### config.mk
export PLATFORM = sky130hd
export DESIGN_NAME = remote_control_frame_decoder
export DESIGN_NICKNAME = d
export VERILOG_FILES = /design/src/rtl/rcfd_pkg.sv /design/src/rtl/rcfd_front.sv /design/src/rtl/rcfd_queue.sv /design/src/rtl/rcfd_back.sv /design/src/rtl/remote_control_frame_decoder.sv
export SDC_FILE = /design/constraint.sdc
export NUM_CORES = 1
export LEC_CHECK = 0
export BUFFER_PORTS_ARGS = -buffer_cell sky130_fd_sc_hd__buf_2
export CORE_UTILIZATION = 60
export CTS_BUF_LIST = sky130_fd_sc_hd__clkbuf_8
export CTS_CLUSTER_DIAMETER = 60
export DETAILED_ROUTE_END_ITERATION = 8
export GPL_ROUTABILITY_DRIVEN = 1
export PLACE_DENSITY = 0.84
export SLEW_MARGIN = 40
export SYNTH_ARGS = -nofsm -noshare
export SYNTH_HDL_FRONTEND = slang
export SYNTH_SLANG_ARGS = --single-unit
export TNS_END_PERCENT = 100
### constraint.sdc
create_clock -name clk_i -period 6.3 [get_ports clk_i]
set_input_delay 0.945 -clock clk_i [delete_from_list [all_inputs] [get_ports clk_i]]
set_output_delay 0.945 -clock clk_i [all_outputs]
set_load 0.05 [all_outputs]
### src/rtl/rcfd_pkg.sv
// Package: shared types and constants for the remote control frame decoder.
`timescale 1ns / 1ps

package rcfd_pkg;

  localparam logic [7:0] START_BYTE = 8'h66;
  localparam logic [7:0] END_BYTE   = 8'h99;
  localparam logic [7:0] MID_BYTE   = 8'h80;

  localparam int unsigned PAYLOAD_LEN = 5;
  localparam int unsigned COUNT_W     = 3;
  localparam int unsigned STORE_IDX_W = 3;

  localparam int unsigned QUEUE_DEPTH = 2;
  localparam int unsigned QPTR_W      = 1;
  localparam int unsigned QCNT_W      = 2;

  localparam int unsigned CFG_IDX_W  = 1;
  localparam int unsigned CFG_DATA_W = 16;

  localparam logic [CFG_DATA_W-1:0] AUTO_LIMIT_RESET   = 16'd10000;
  localparam logic [CFG_DATA_W-1:0] MANUAL_LIMIT_RESET = 16'd256;

  typedef enum logic [0:0] {
    OP_BYTE    = 1'b0,
    OP_TIMEOUT = 1'b1
  } op_e;

  typedef enum logic [CFG_IDX_W-1:0] {
    REG_AUTO_LIMIT   = 1'b0,
    REG_MANUAL_LIMIT = 1'b1
  } cfg_reg_e;

  typedef enum logic [1:0] {
    PH_HUNT  = 2'd0,
    PH_DATA  = 2'd1,
    PH_CHECK = 2'd2,
    PH_END   = 2'd3
  } phase_e;

  typedef enum logic [1:0] {
    MODE_NONE   = 2'd0,
    MODE_AUTO   = 2'd1,
    MODE_MANUAL = 2'd2
  } mode_e;

  typedef struct packed {
    logic [0:0] operation;
    logic [7:0] rx_byte;
  } in_item_t;

  typedef struct packed {
    logic signed [7:0]  roll_quarter_deg;
    logic signed [7:0]  pitch_quarter_deg;
    logic signed [11:0] yaw_tenths;
    logic [15:0]        thrust_value;
    logic [7:0]         command_bits;
    logic [1:0]         mode_event;
  } out_item_t;

  typedef struct packed {
    logic [7:0] roll;
    logic [7:0] pitch;
    logic [7:0] thrust;
    logic [7:0] yaw;
    logic [7:0] command;
  } frame_t;

endpackage

### src/rtl/rcfd_front.sv
// Front end: byte parser that collects and checks frames and pushes good ones.
`timescale 1ns / 1ps

module rcfd_front (
  input  logic               clk_i,
  input  logic               rst_ni,
  input  logic               in_valid_i,
  output logic               in_ready_o,
  input  rcfd_pkg::in_item_t in_item_i,
  input  logic               q_full_i,
  output logic               push_o,
  output rcfd_pkg::frame_t   frame_o
);

  rcfd_pkg::phase_e                  phase_q, phase_d;
  logic [rcfd_pkg::COUNT_W-1:0]      count_q, count_d;
  logic [7:0]                        xor_q, xor_d;
  logic [7:0]                        store_q [rcfd_pkg::PAYLOAD_LEN];
  logic                              accept;
  logic                              store_en;
  logic [rcfd_pkg::COUNT_W-1:0]      count_inc;

  assign in_ready_o = !q_full_i;
  assign accept     = in_valid_i && in_ready_o;
  assign count_inc  = count_q + rcfd_pkg::COUNT_W'(1);

  always_comb begin
    phase_d  = phase_q;
    count_d  = count_q;
    xor_d    = xor_q;
    store_en = 1'b0;
    push_o   = 1'b0;
    if (accept) begin
      if (in_item_i.operation == rcfd_pkg::OP_TIMEOUT) begin
        phase_d = rcfd_pkg::PH_HUNT;
      end else begin
        unique case (phase_q)
          rcfd_pkg::PH_HUNT: begin
            if (in_item_i.rx_byte == rcfd_pkg::START_BYTE) begin
              count_d = '0;
              xor_d   = '0;
              phase_d = rcfd_pkg::PH_DATA;
            end
          end
          rcfd_pkg::PH_DATA: begin
            store_en = 1'b1;
            xor_d    = xor_q ^ in_item_i.rx_byte;
            count_d  = count_inc;
            if (count_inc >= rcfd_pkg::COUNT_W'(rcfd_pkg::PAYLOAD_LEN)) begin
              phase_d = rcfd_pkg::PH_CHECK;
            end
          end
          rcfd_pkg::PH_CHECK: begin
            phase_d = (xor_q == in_item_i.rx_byte) ? rcfd_pkg::PH_END : rcfd_pkg::PH_HUNT;
          end
          rcfd_pkg::PH_END: begin
            phase_d = rcfd_pkg::PH_HUNT;
            push_o  = (in_item_i.rx_byte == rcfd_pkg::END_BYTE);
          end
          default: phase_d = rcfd_pkg::PH_HUNT;
        endcase
      end
    end
  end

  always_ff @(posedge clk_i or negedge rst_ni) begin
    if (!rst_ni) begin
      phase_q <= rcfd_pkg::PH_HUNT;
      count_q <= '0;
      xor_q   <= '0;
    end else begin
      phase_q <= phase_d;
      count_q <= count_d;
      xor_q   <= xor_d;
    end
  end

  always_ff @(posedge clk_i) begin
    if (store_en && count_q < rcfd_pkg::COUNT_W'(rcfd_pkg::PAYLOAD_LEN)) begin
      store_q[count_q[rcfd_pkg::STORE_IDX_W-1:0]] <= in_item_i.rx_byte;
    end
  end

  assign frame_o.roll    = store_q[0];
  assign frame_o.pitch   = store_q[1];
  assign frame_o.thrust  = store_q[2];
  assign frame_o.yaw     = store_q[3];
  assign frame_o.command = store_q[4];

endmodule

### src/rtl/rcfd_queue.sv
// Queue: short frame FIFO between the parser and the decode stage.
`timescale 1ns / 1ps

module rcfd_queue (
  input  logic             clk_i,
  input  logic             rst_ni,
  input  logic             push_i,
  input  rcfd_pkg::frame_t push_frame_i,
  output logic             full_o,
  input  logic             pop_i,
  output logic             valid_o,
  output rcfd_pkg::frame_t pop_frame_o
);

  rcfd_pkg::frame_t              mem_q [rcfd_pkg::QUEUE_DEPTH];
  logic [rcfd_pkg::QPTR_W-1:0]   wr_ptr_q, rd_ptr_q;
  logic [rcfd_pkg::QCNT_W-1:0]   count_q;
  logic                          do_push, do_pop;

  assign full_o      = (count_q == rcfd_pkg::QCNT_W'(rcfd_pkg::QUEUE_DEPTH));
  assign valid_o     = (count_q != '0);
  assign do_push     = push_i && !full_o;
  assign do_pop      = pop_i && valid_o;
  assign pop_frame_o = mem_q[rd_ptr_q];

  always_ff @(posedge clk_i or negedge rst_ni) begin
    if (!rst_ni) begin
      wr_ptr_q <= '0;
      rd_ptr_q <= '0;
      count_q  <= '0;
    end else begin
      if (do_push) begin
        wr_ptr_q <= wr_ptr_q + rcfd_pkg::QPTR_W'(1);
      end
      if (do_pop) begin
        rd_ptr_q <= rd_ptr_q + rcfd_pkg::QPTR_W'(1);
      end
      unique case ({do_push, do_pop})
        2'b10:   count_q <= count_q + rcfd_pkg::QCNT_W'(1);
        2'b01:   count_q <= count_q - rcfd_pkg::QCNT_W'(1);
        default: count_q <= count_q;
      endcase
    end
  end

  always_ff @(posedge clk_i) begin
    if (do_push) begin
      mem_q[wr_ptr_q] <= push_frame_i;
    end
  end

endmodule

### src/rtl/rcfd_back.sv
// Back end: frame decode, mode event, limit registers and output register.
`timescale 1ns / 1ps

module rcfd_back (
  input  logic                                clk_i,
  input  logic                                rst_ni,
  input  logic                                cfg_valid_i,
  input  logic [rcfd_pkg::CFG_IDX_W-1:0]      cfg_index_i,
  input  logic [rcfd_pkg::CFG_DATA_W-1:0]     cfg_data_i,
  input  logic                                q_valid_i,
  input  rcfd_pkg::frame_t                    q_frame_i,
  output logic                                q_pop_o,
  output logic                                out_valid_o,
  input  logic                                out_ready_i,
  output rcfd_pkg::out_item_t                 out_item_o
);

  logic [rcfd_pkg::CFG_DATA_W-1:0] auto_limit_q, manual_limit_q;
  logic [15:0]                     prev_thrust_q;
  logic [15:0]                     thrust;
  logic                            out_valid_q;
  rcfd_pkg::out_item_t             out_q, out_d;
  rcfd_pkg::mode_e                 mode;

  assign q_pop_o = q_valid_i && (!out_valid_q || out_ready_i);
  assign thrust  = {q_frame_i.thrust, 8'h00};

  always_comb begin
    mode = rcfd_pkg::MODE_NONE;
    if (q_frame_i.thrust == rcfd_pkg::MID_BYTE && prev_thrust_q < auto_limit_q) begin
      mode = rcfd_pkg::MODE_AUTO;
    end else if (q_frame_i.thrust == 8'h00 && prev_thrust_q > manual_limit_q) begin
      mode = rcfd_pkg::MODE_MANUAL;
    end
  end

  always_comb begin
    out_d.roll_quarter_deg  = q_frame_i.roll ^ rcfd_pkg::MID_BYTE;
    out_d.pitch_quarter_deg = q_frame_i.pitch ^ rcfd_pkg::MID_BYTE;
    out_d.yaw_tenths        = {q_frame_i.yaw ^ rcfd_pkg::MID_BYTE, 4'h0};
    out_d.thrust_value      = thrust;
    out_d.command_bits      = q_frame_i.command;
    out_d.mode_event        = mode;
  end

  always_ff @(posedge clk_i or negedge rst_ni) begin
    if (!rst_ni) begin
      auto_limit_q   <= rcfd_pkg::AUTO_LIMIT_RESET;
      manual_limit_q <= rcfd_pkg::MANUAL_LIMIT_RESET;
      prev_thrust_q  <= '0;
      out_valid_q    <= 1'b0;
    end else begin
      if (cfg_valid_i) begin
        unique case (cfg_index_i)
          rcfd_pkg::REG_AUTO_LIMIT:   auto_limit_q   <= cfg_data_i;
          rcfd_pkg::REG_MANUAL_LIMIT: manual_limit_q <= cfg_data_i;
          default: ;
        endcase
      end
      if (q_pop_o) begin
        prev_thrust_q <= thrust;
        out_valid_q   <= 1'b1;
      end else if (out_ready_i) begin
        out_valid_q <= 1'b0;
      end
    end
  end

  always_ff @(posedge clk_i) begin
    if (q_pop_o) begin
      out_q <= out_d;
    end
  end

  assign out_valid_o = out_valid_q;
  assign out_item_o  = out_q;

endmodule

### src/rtl/remote_control_frame_decoder.sv
// Top level: remote control frame decoder, parser front end, queue, decode back end.
//
//   channel | dir | handshake                  | payload
//   in      | in  | in_valid_i / in_ready_o    | in_item_i (operation, rx_byte)
//   out     | out | out_valid_o / out_ready_i  | out_item_o (decoded frame)
//   cfg     | in  | cfg_valid_i / cfg_ready_o  | cfg_index_i, cfg_data_i
//
// One item per cycle while the frame queue is not full; a good frame enters the queue at
// the edge that takes its end byte, then the output register once the output is free.
// Reset clears the parser, queue and previous thrust, and sets the limit registers to their reset values.
// The parser stalls input only when the two-entry frame queue is full.
`timescale 1ns / 1ps

module remote_control_frame_decoder (
  input  logic                            clk_i,
  input  logic                            rst_ni,
  input  logic                            in_valid_i,
  output logic                            in_ready_o,
  input  rcfd_pkg::in_item_t              in_item_i,
  output logic                            out_valid_o,
  input  logic                            out_ready_i,
  output rcfd_pkg::out_item_t             out_item_o,
  input  logic                            cfg_valid_i,
  output logic                            cfg_ready_o,
  input  logic [rcfd_pkg::CFG_IDX_W-1:0]  cfg_index_i,
  input  logic [rcfd_pkg::CFG_DATA_W-1:0] cfg_data_i
);

  logic             push, q_full, q_valid, q_pop;
  rcfd_pkg::frame_t push_frame, pop_frame;

  assign cfg_ready_o = 1'b1;

  rcfd_front u_front (
    .clk_i      (clk_i),
    .rst_ni     (rst_ni),
    .in_valid_i (in_valid_i),
    .in_ready_o (in_ready_o),
    .in_item_i  (in_item_i),
    .q_full_i   (q_full),
    .push_o     (push),
    .frame_o    (push_frame)
  );

  rcfd_queue u_queue (
    .clk_i        (clk_i),
    .rst_ni       (rst_ni),
    .push_i       (push),
    .push_frame_i (push_frame),
    .full_o       (q_full),
    .pop_i        (q_pop),
    .valid_o      (q_valid),
    .pop_frame_o  (pop_frame)
  );

  rcfd_back u_back (
    .clk_i       (clk_i),
    .rst_ni      (rst_ni),
    .cfg_valid_i (cfg_valid_i && cfg_ready_o),
    .cfg_index_i (cfg_index_i),
    .cfg_data_i  (cfg_data_i),
    .q_valid_i   (q_valid),
    .q_frame_i   (pop_frame),
    .q_pop_o     (q_pop),
    .out_valid_o (out_valid_o),
    .out_ready_i (out_ready_i),
    .out_item_o  (out_item_o)
  );

endmodule
==> results.json <==
{
  "routabilityCongestion": 0.844,
  "primary_flip_flop_cell_chosen_by_synthesis_mapping": "edfxtp_1",
  "timing.final.crit_period_ps": 2750,
  "timing.critical_path.arrival_ps": 2950,
  "postCtsSetupRepairBufs": 0,
  "rsz0062_at_grt": "no",
  "initial_core_utilization_pct": 61.6,
  "mappedNetlistArea_sq_um": 8550,
  "worst_ir_drop_vdd_mv": 0.290,
  "clk-insertion-delay-late_ps": 500,
  "path_clk_slew_ps": 60,
  "post_synth_fa_ha_maj_area_fraction_pct": 2.78,
  "floorplan.io_pins": 88,
  "reg2reg_from": "u_queue.count_q[1]",
  "dpl.hpwl_um": 10400,
  "startpoint": "in_item_i[7]",
  "grt_pass1_vias": 4690,
  "yosysWarnings": 0,
  "area_growth_pct": 14.7,
  "min_from": "u_front.store_q[1][1]",
  "io_buffers": 74,
  "fp.dieW_um": 121,
  "outcome": "finished, final reports clean",
  "max-slew-margin-rel_pct": 44.2,
  "gr-total-overflow": 0,
  "rows": 43,
  "fillCellCount": 877,
  "die_ht_um": 121,
  "synthesis.instances": 518,
  "grt_pass1_wl_um": 24900,
  "seq_area_frac_synth_pct": 74.0,
  "number_of_clock_buffers_inserted_by_tritoncts": 34,
  "cts_sinks": 220,
  "synth.distinct_cells": 47,
  "fmax_mhz": 363,
  "yosys-mux-area-fraction_pct": 8.71,
  "maxCapViolCount": 0,
  "cts_resized": 0,
  "post-route-util_pct": 70.7,
  "postRouteWirelength_um": 15900,
  "cell_taking_the_most_area_after_synthesis": "edfxtp_1",
  "worst_clock_skew_ps": 16.1,
  "routed-via-count": 4725,
  "hp-class": "reg -> reg",
  "num-nets-final": 669,
  "timing_max_transition_violations_final": 0,
  "timing_worst_slew_pin_value_ps": 837,
  "drt_pre_antenna_iters": 9,
  "yosys_register_bits": 220,
  "synth_largest_type_area_fraction_pct": 56.9,
  "number_of_flops_mapped_to_enable_cells_by_yosys": 162,
  "power.static_leakage_nw": 3.77,
  "gr-usage-all-layers_pct": 22.7,
  "first_iter_violations": 325,
  "r2r.worst_path.cells": 6,
  "fin_tns_setup_ps": 0,
  "initial_antenna_violation_count": 0,
  "crit_path_end_kind": "register",
  "post_synth_main_area_contributors": "edfxtp_1 57%, dfrtp_1 15%, mux2_2 7.8%",
  "synth-compound-area-share_pct": 4.11,
  "detail-route-antenna-nets": 0,
  "die_footprint_sq_um": 14700,
  "drive_gt1_share_pct": 32.7,
  "number_of_antenna_diodes": 0,
  "synth_top_family_by_area": "multiplexers",
  "drt-wirelength-per-cell_um": 19.3,
  "placeableCoreArea_sq_um": 13900,
  "synthXorXnorAreaFrac_pct": 1.43,
  "power.density_cell_area_nw_per_um2": 437,
  "minimum_setup_slack_among_reg_to_reg_paths_ps": 3760,
  "finalHoldViolCount": 0,
  "grt_max_degree": 59,
  "required_ps": 6500,
  "clockBufferDepth": 3,
  "post_drt_via_cell_ratio": 5.74,
  "h-tree-depth": 2,
  "path_class": "in -> reg",
  "synth_simple_gate_area_share_pct": 5.44,
  "final.period_utilization_pct": 43.7,
  "clockRootBuffer": "clkbuf_8",
  "cts_tree": "done",
  "timing.final.setup_violations": 0,
  "synth_area_per_inst_sq_um": 16.5,
  "path_max_fanout": 16,
  "drc": 0,
  "min_delay_path_depth": 0,
  "hold_buffers": 0,
  "worst_setup_path_start_kind": "input port",
  "postSynth.asyncResetShare_pct": 26.4
}
-- layout by cell type (no fill, tap or decap), drive strengths merged, types with 5 or more instances in the layout --
master	instances
mux2i	8
buf	85
xnor2	6
clkinv	17
nor4	14
a21oi	14
clkbuf	37
o21ai	23
a21o	5
xor2	8
dfrtp	52
mux2	59
dfstp	6
inv	30
nor2	13
ha	19
conb	13
o31ai	9
nand2	22
edfxtp	162
-- power by group --
group | switching, mW | internal (mW) | total [mW]
registers | 0.196 | 1.83 | 2.02
logic | 0.748 | 0.366 | 1.11
clock network | 0.525 | 0.628 | 1.15
-- final cells by class --
| class | count | area (sq um) | share of cell area, % |
|---|---|---|---|
| clock buffer | 37 | 509 | 5.19 |
| inverter | 28 | 105 | 1.07 |
| tap | 180 | 225 | 2.30 |
| multi-input combinational | 250 | 2000 | 20.4 |
| clock inverter | 23 | 156 | 1.59 |
| timing repair buffer | 85 | 487 | 4.96 |
| sequential | 220 | 6330 | 64.5 |
-- path summary, 6_finish.rpt --
path	to
worst min register to register	u_queue.mem_q[0][25]
worst max register to register	u_queue.mem_q[1][29]
worst min-delay path	u_queue.mem_q[0][25]
worst max-delay path	u_queue.mem_q[1][29]
max in group asynchronous	u_queue.rd_ptr_q
min in group asynchronous	u_back.manual_limit_q[14]
-- synth_stat cells (all sizes together), types with 3 or more instances --
cell      n
mux2i     8
mux2     59
a21o      5
nand2    22
nor3      3
nor4     14
dfstp     6
ha       19
dfrtp    52
nor2b     4
o31ai     9
xnor2     6
nand3     3
clkbuf    8
edfxtp  162
or4       3
xor2      8
buf      23
inv      28
o21ai    23
a21oi    14
nor2     13
-- kinds of logic (layout without fill, tap and decap cells) --
family / count (synthesis) / in the layout
DFF: 220 / 220
xor gates and xnor gates: 14 / 14
muxes: 67 / 67
other: 2 / 13
AOI/OAI and AO/OA: 58 / 58
and+or+nand+nor: 79 / 79
adders and majority gates: 19 / 19
buffers and inverters: 59 / 173
-- sequential cells by signal, summed over array words and instances, names as in the netlist --
register and flops:
u_back.out_item_o 42, u_queue.wr_ptr_q 1, u_front.count_q 3, u_front.store_q 40, u_back.prev_thrust_q 8, u_queue.rd_ptr_q 1, u_queue.count_q 2, u_back.auto_limit_q 16
u_back.out_valid_o 1, u_back.manual_limit_q 16, u_front.xor_q 8, u_front.phase_q 2, u_queue.mem_q 80
-- metal layers --
layer / track usage, % / part of all wire, % / vias to the layer above
met5: 0 / 0 / -
met4: 8.18 / 1.8 / 0
met3: 3.95 / 6.1 / 30
met2: 36.0 / 49 / 210
met1: 31.7 / 43 / 2359
li1: - / - / 2126
-- metrics by stage --
step           power (mW)  setup WS, ps  cells  cell area [sq um]  hold slack [ps]
2_1_floorplan        2.88          2280    529               8590              421
3_3_place_gp         3.09          2830    759               9070              425
3_5_place_dp         3.14          3070    763               9140              429
4_1_cts              4.30          3560    823               9800              440
5_1_grt              4.47          3380    823               9810              459
6_report             4.29          3550    823               9810              445
-- critical path, stage by stage --
cell and delay [ps]:
buf_2 170, nor4bb_1 380, nand3_1 110, or4_1 640, nor2_4 460, buf_8 230
(Power assumes the default switching activity.)
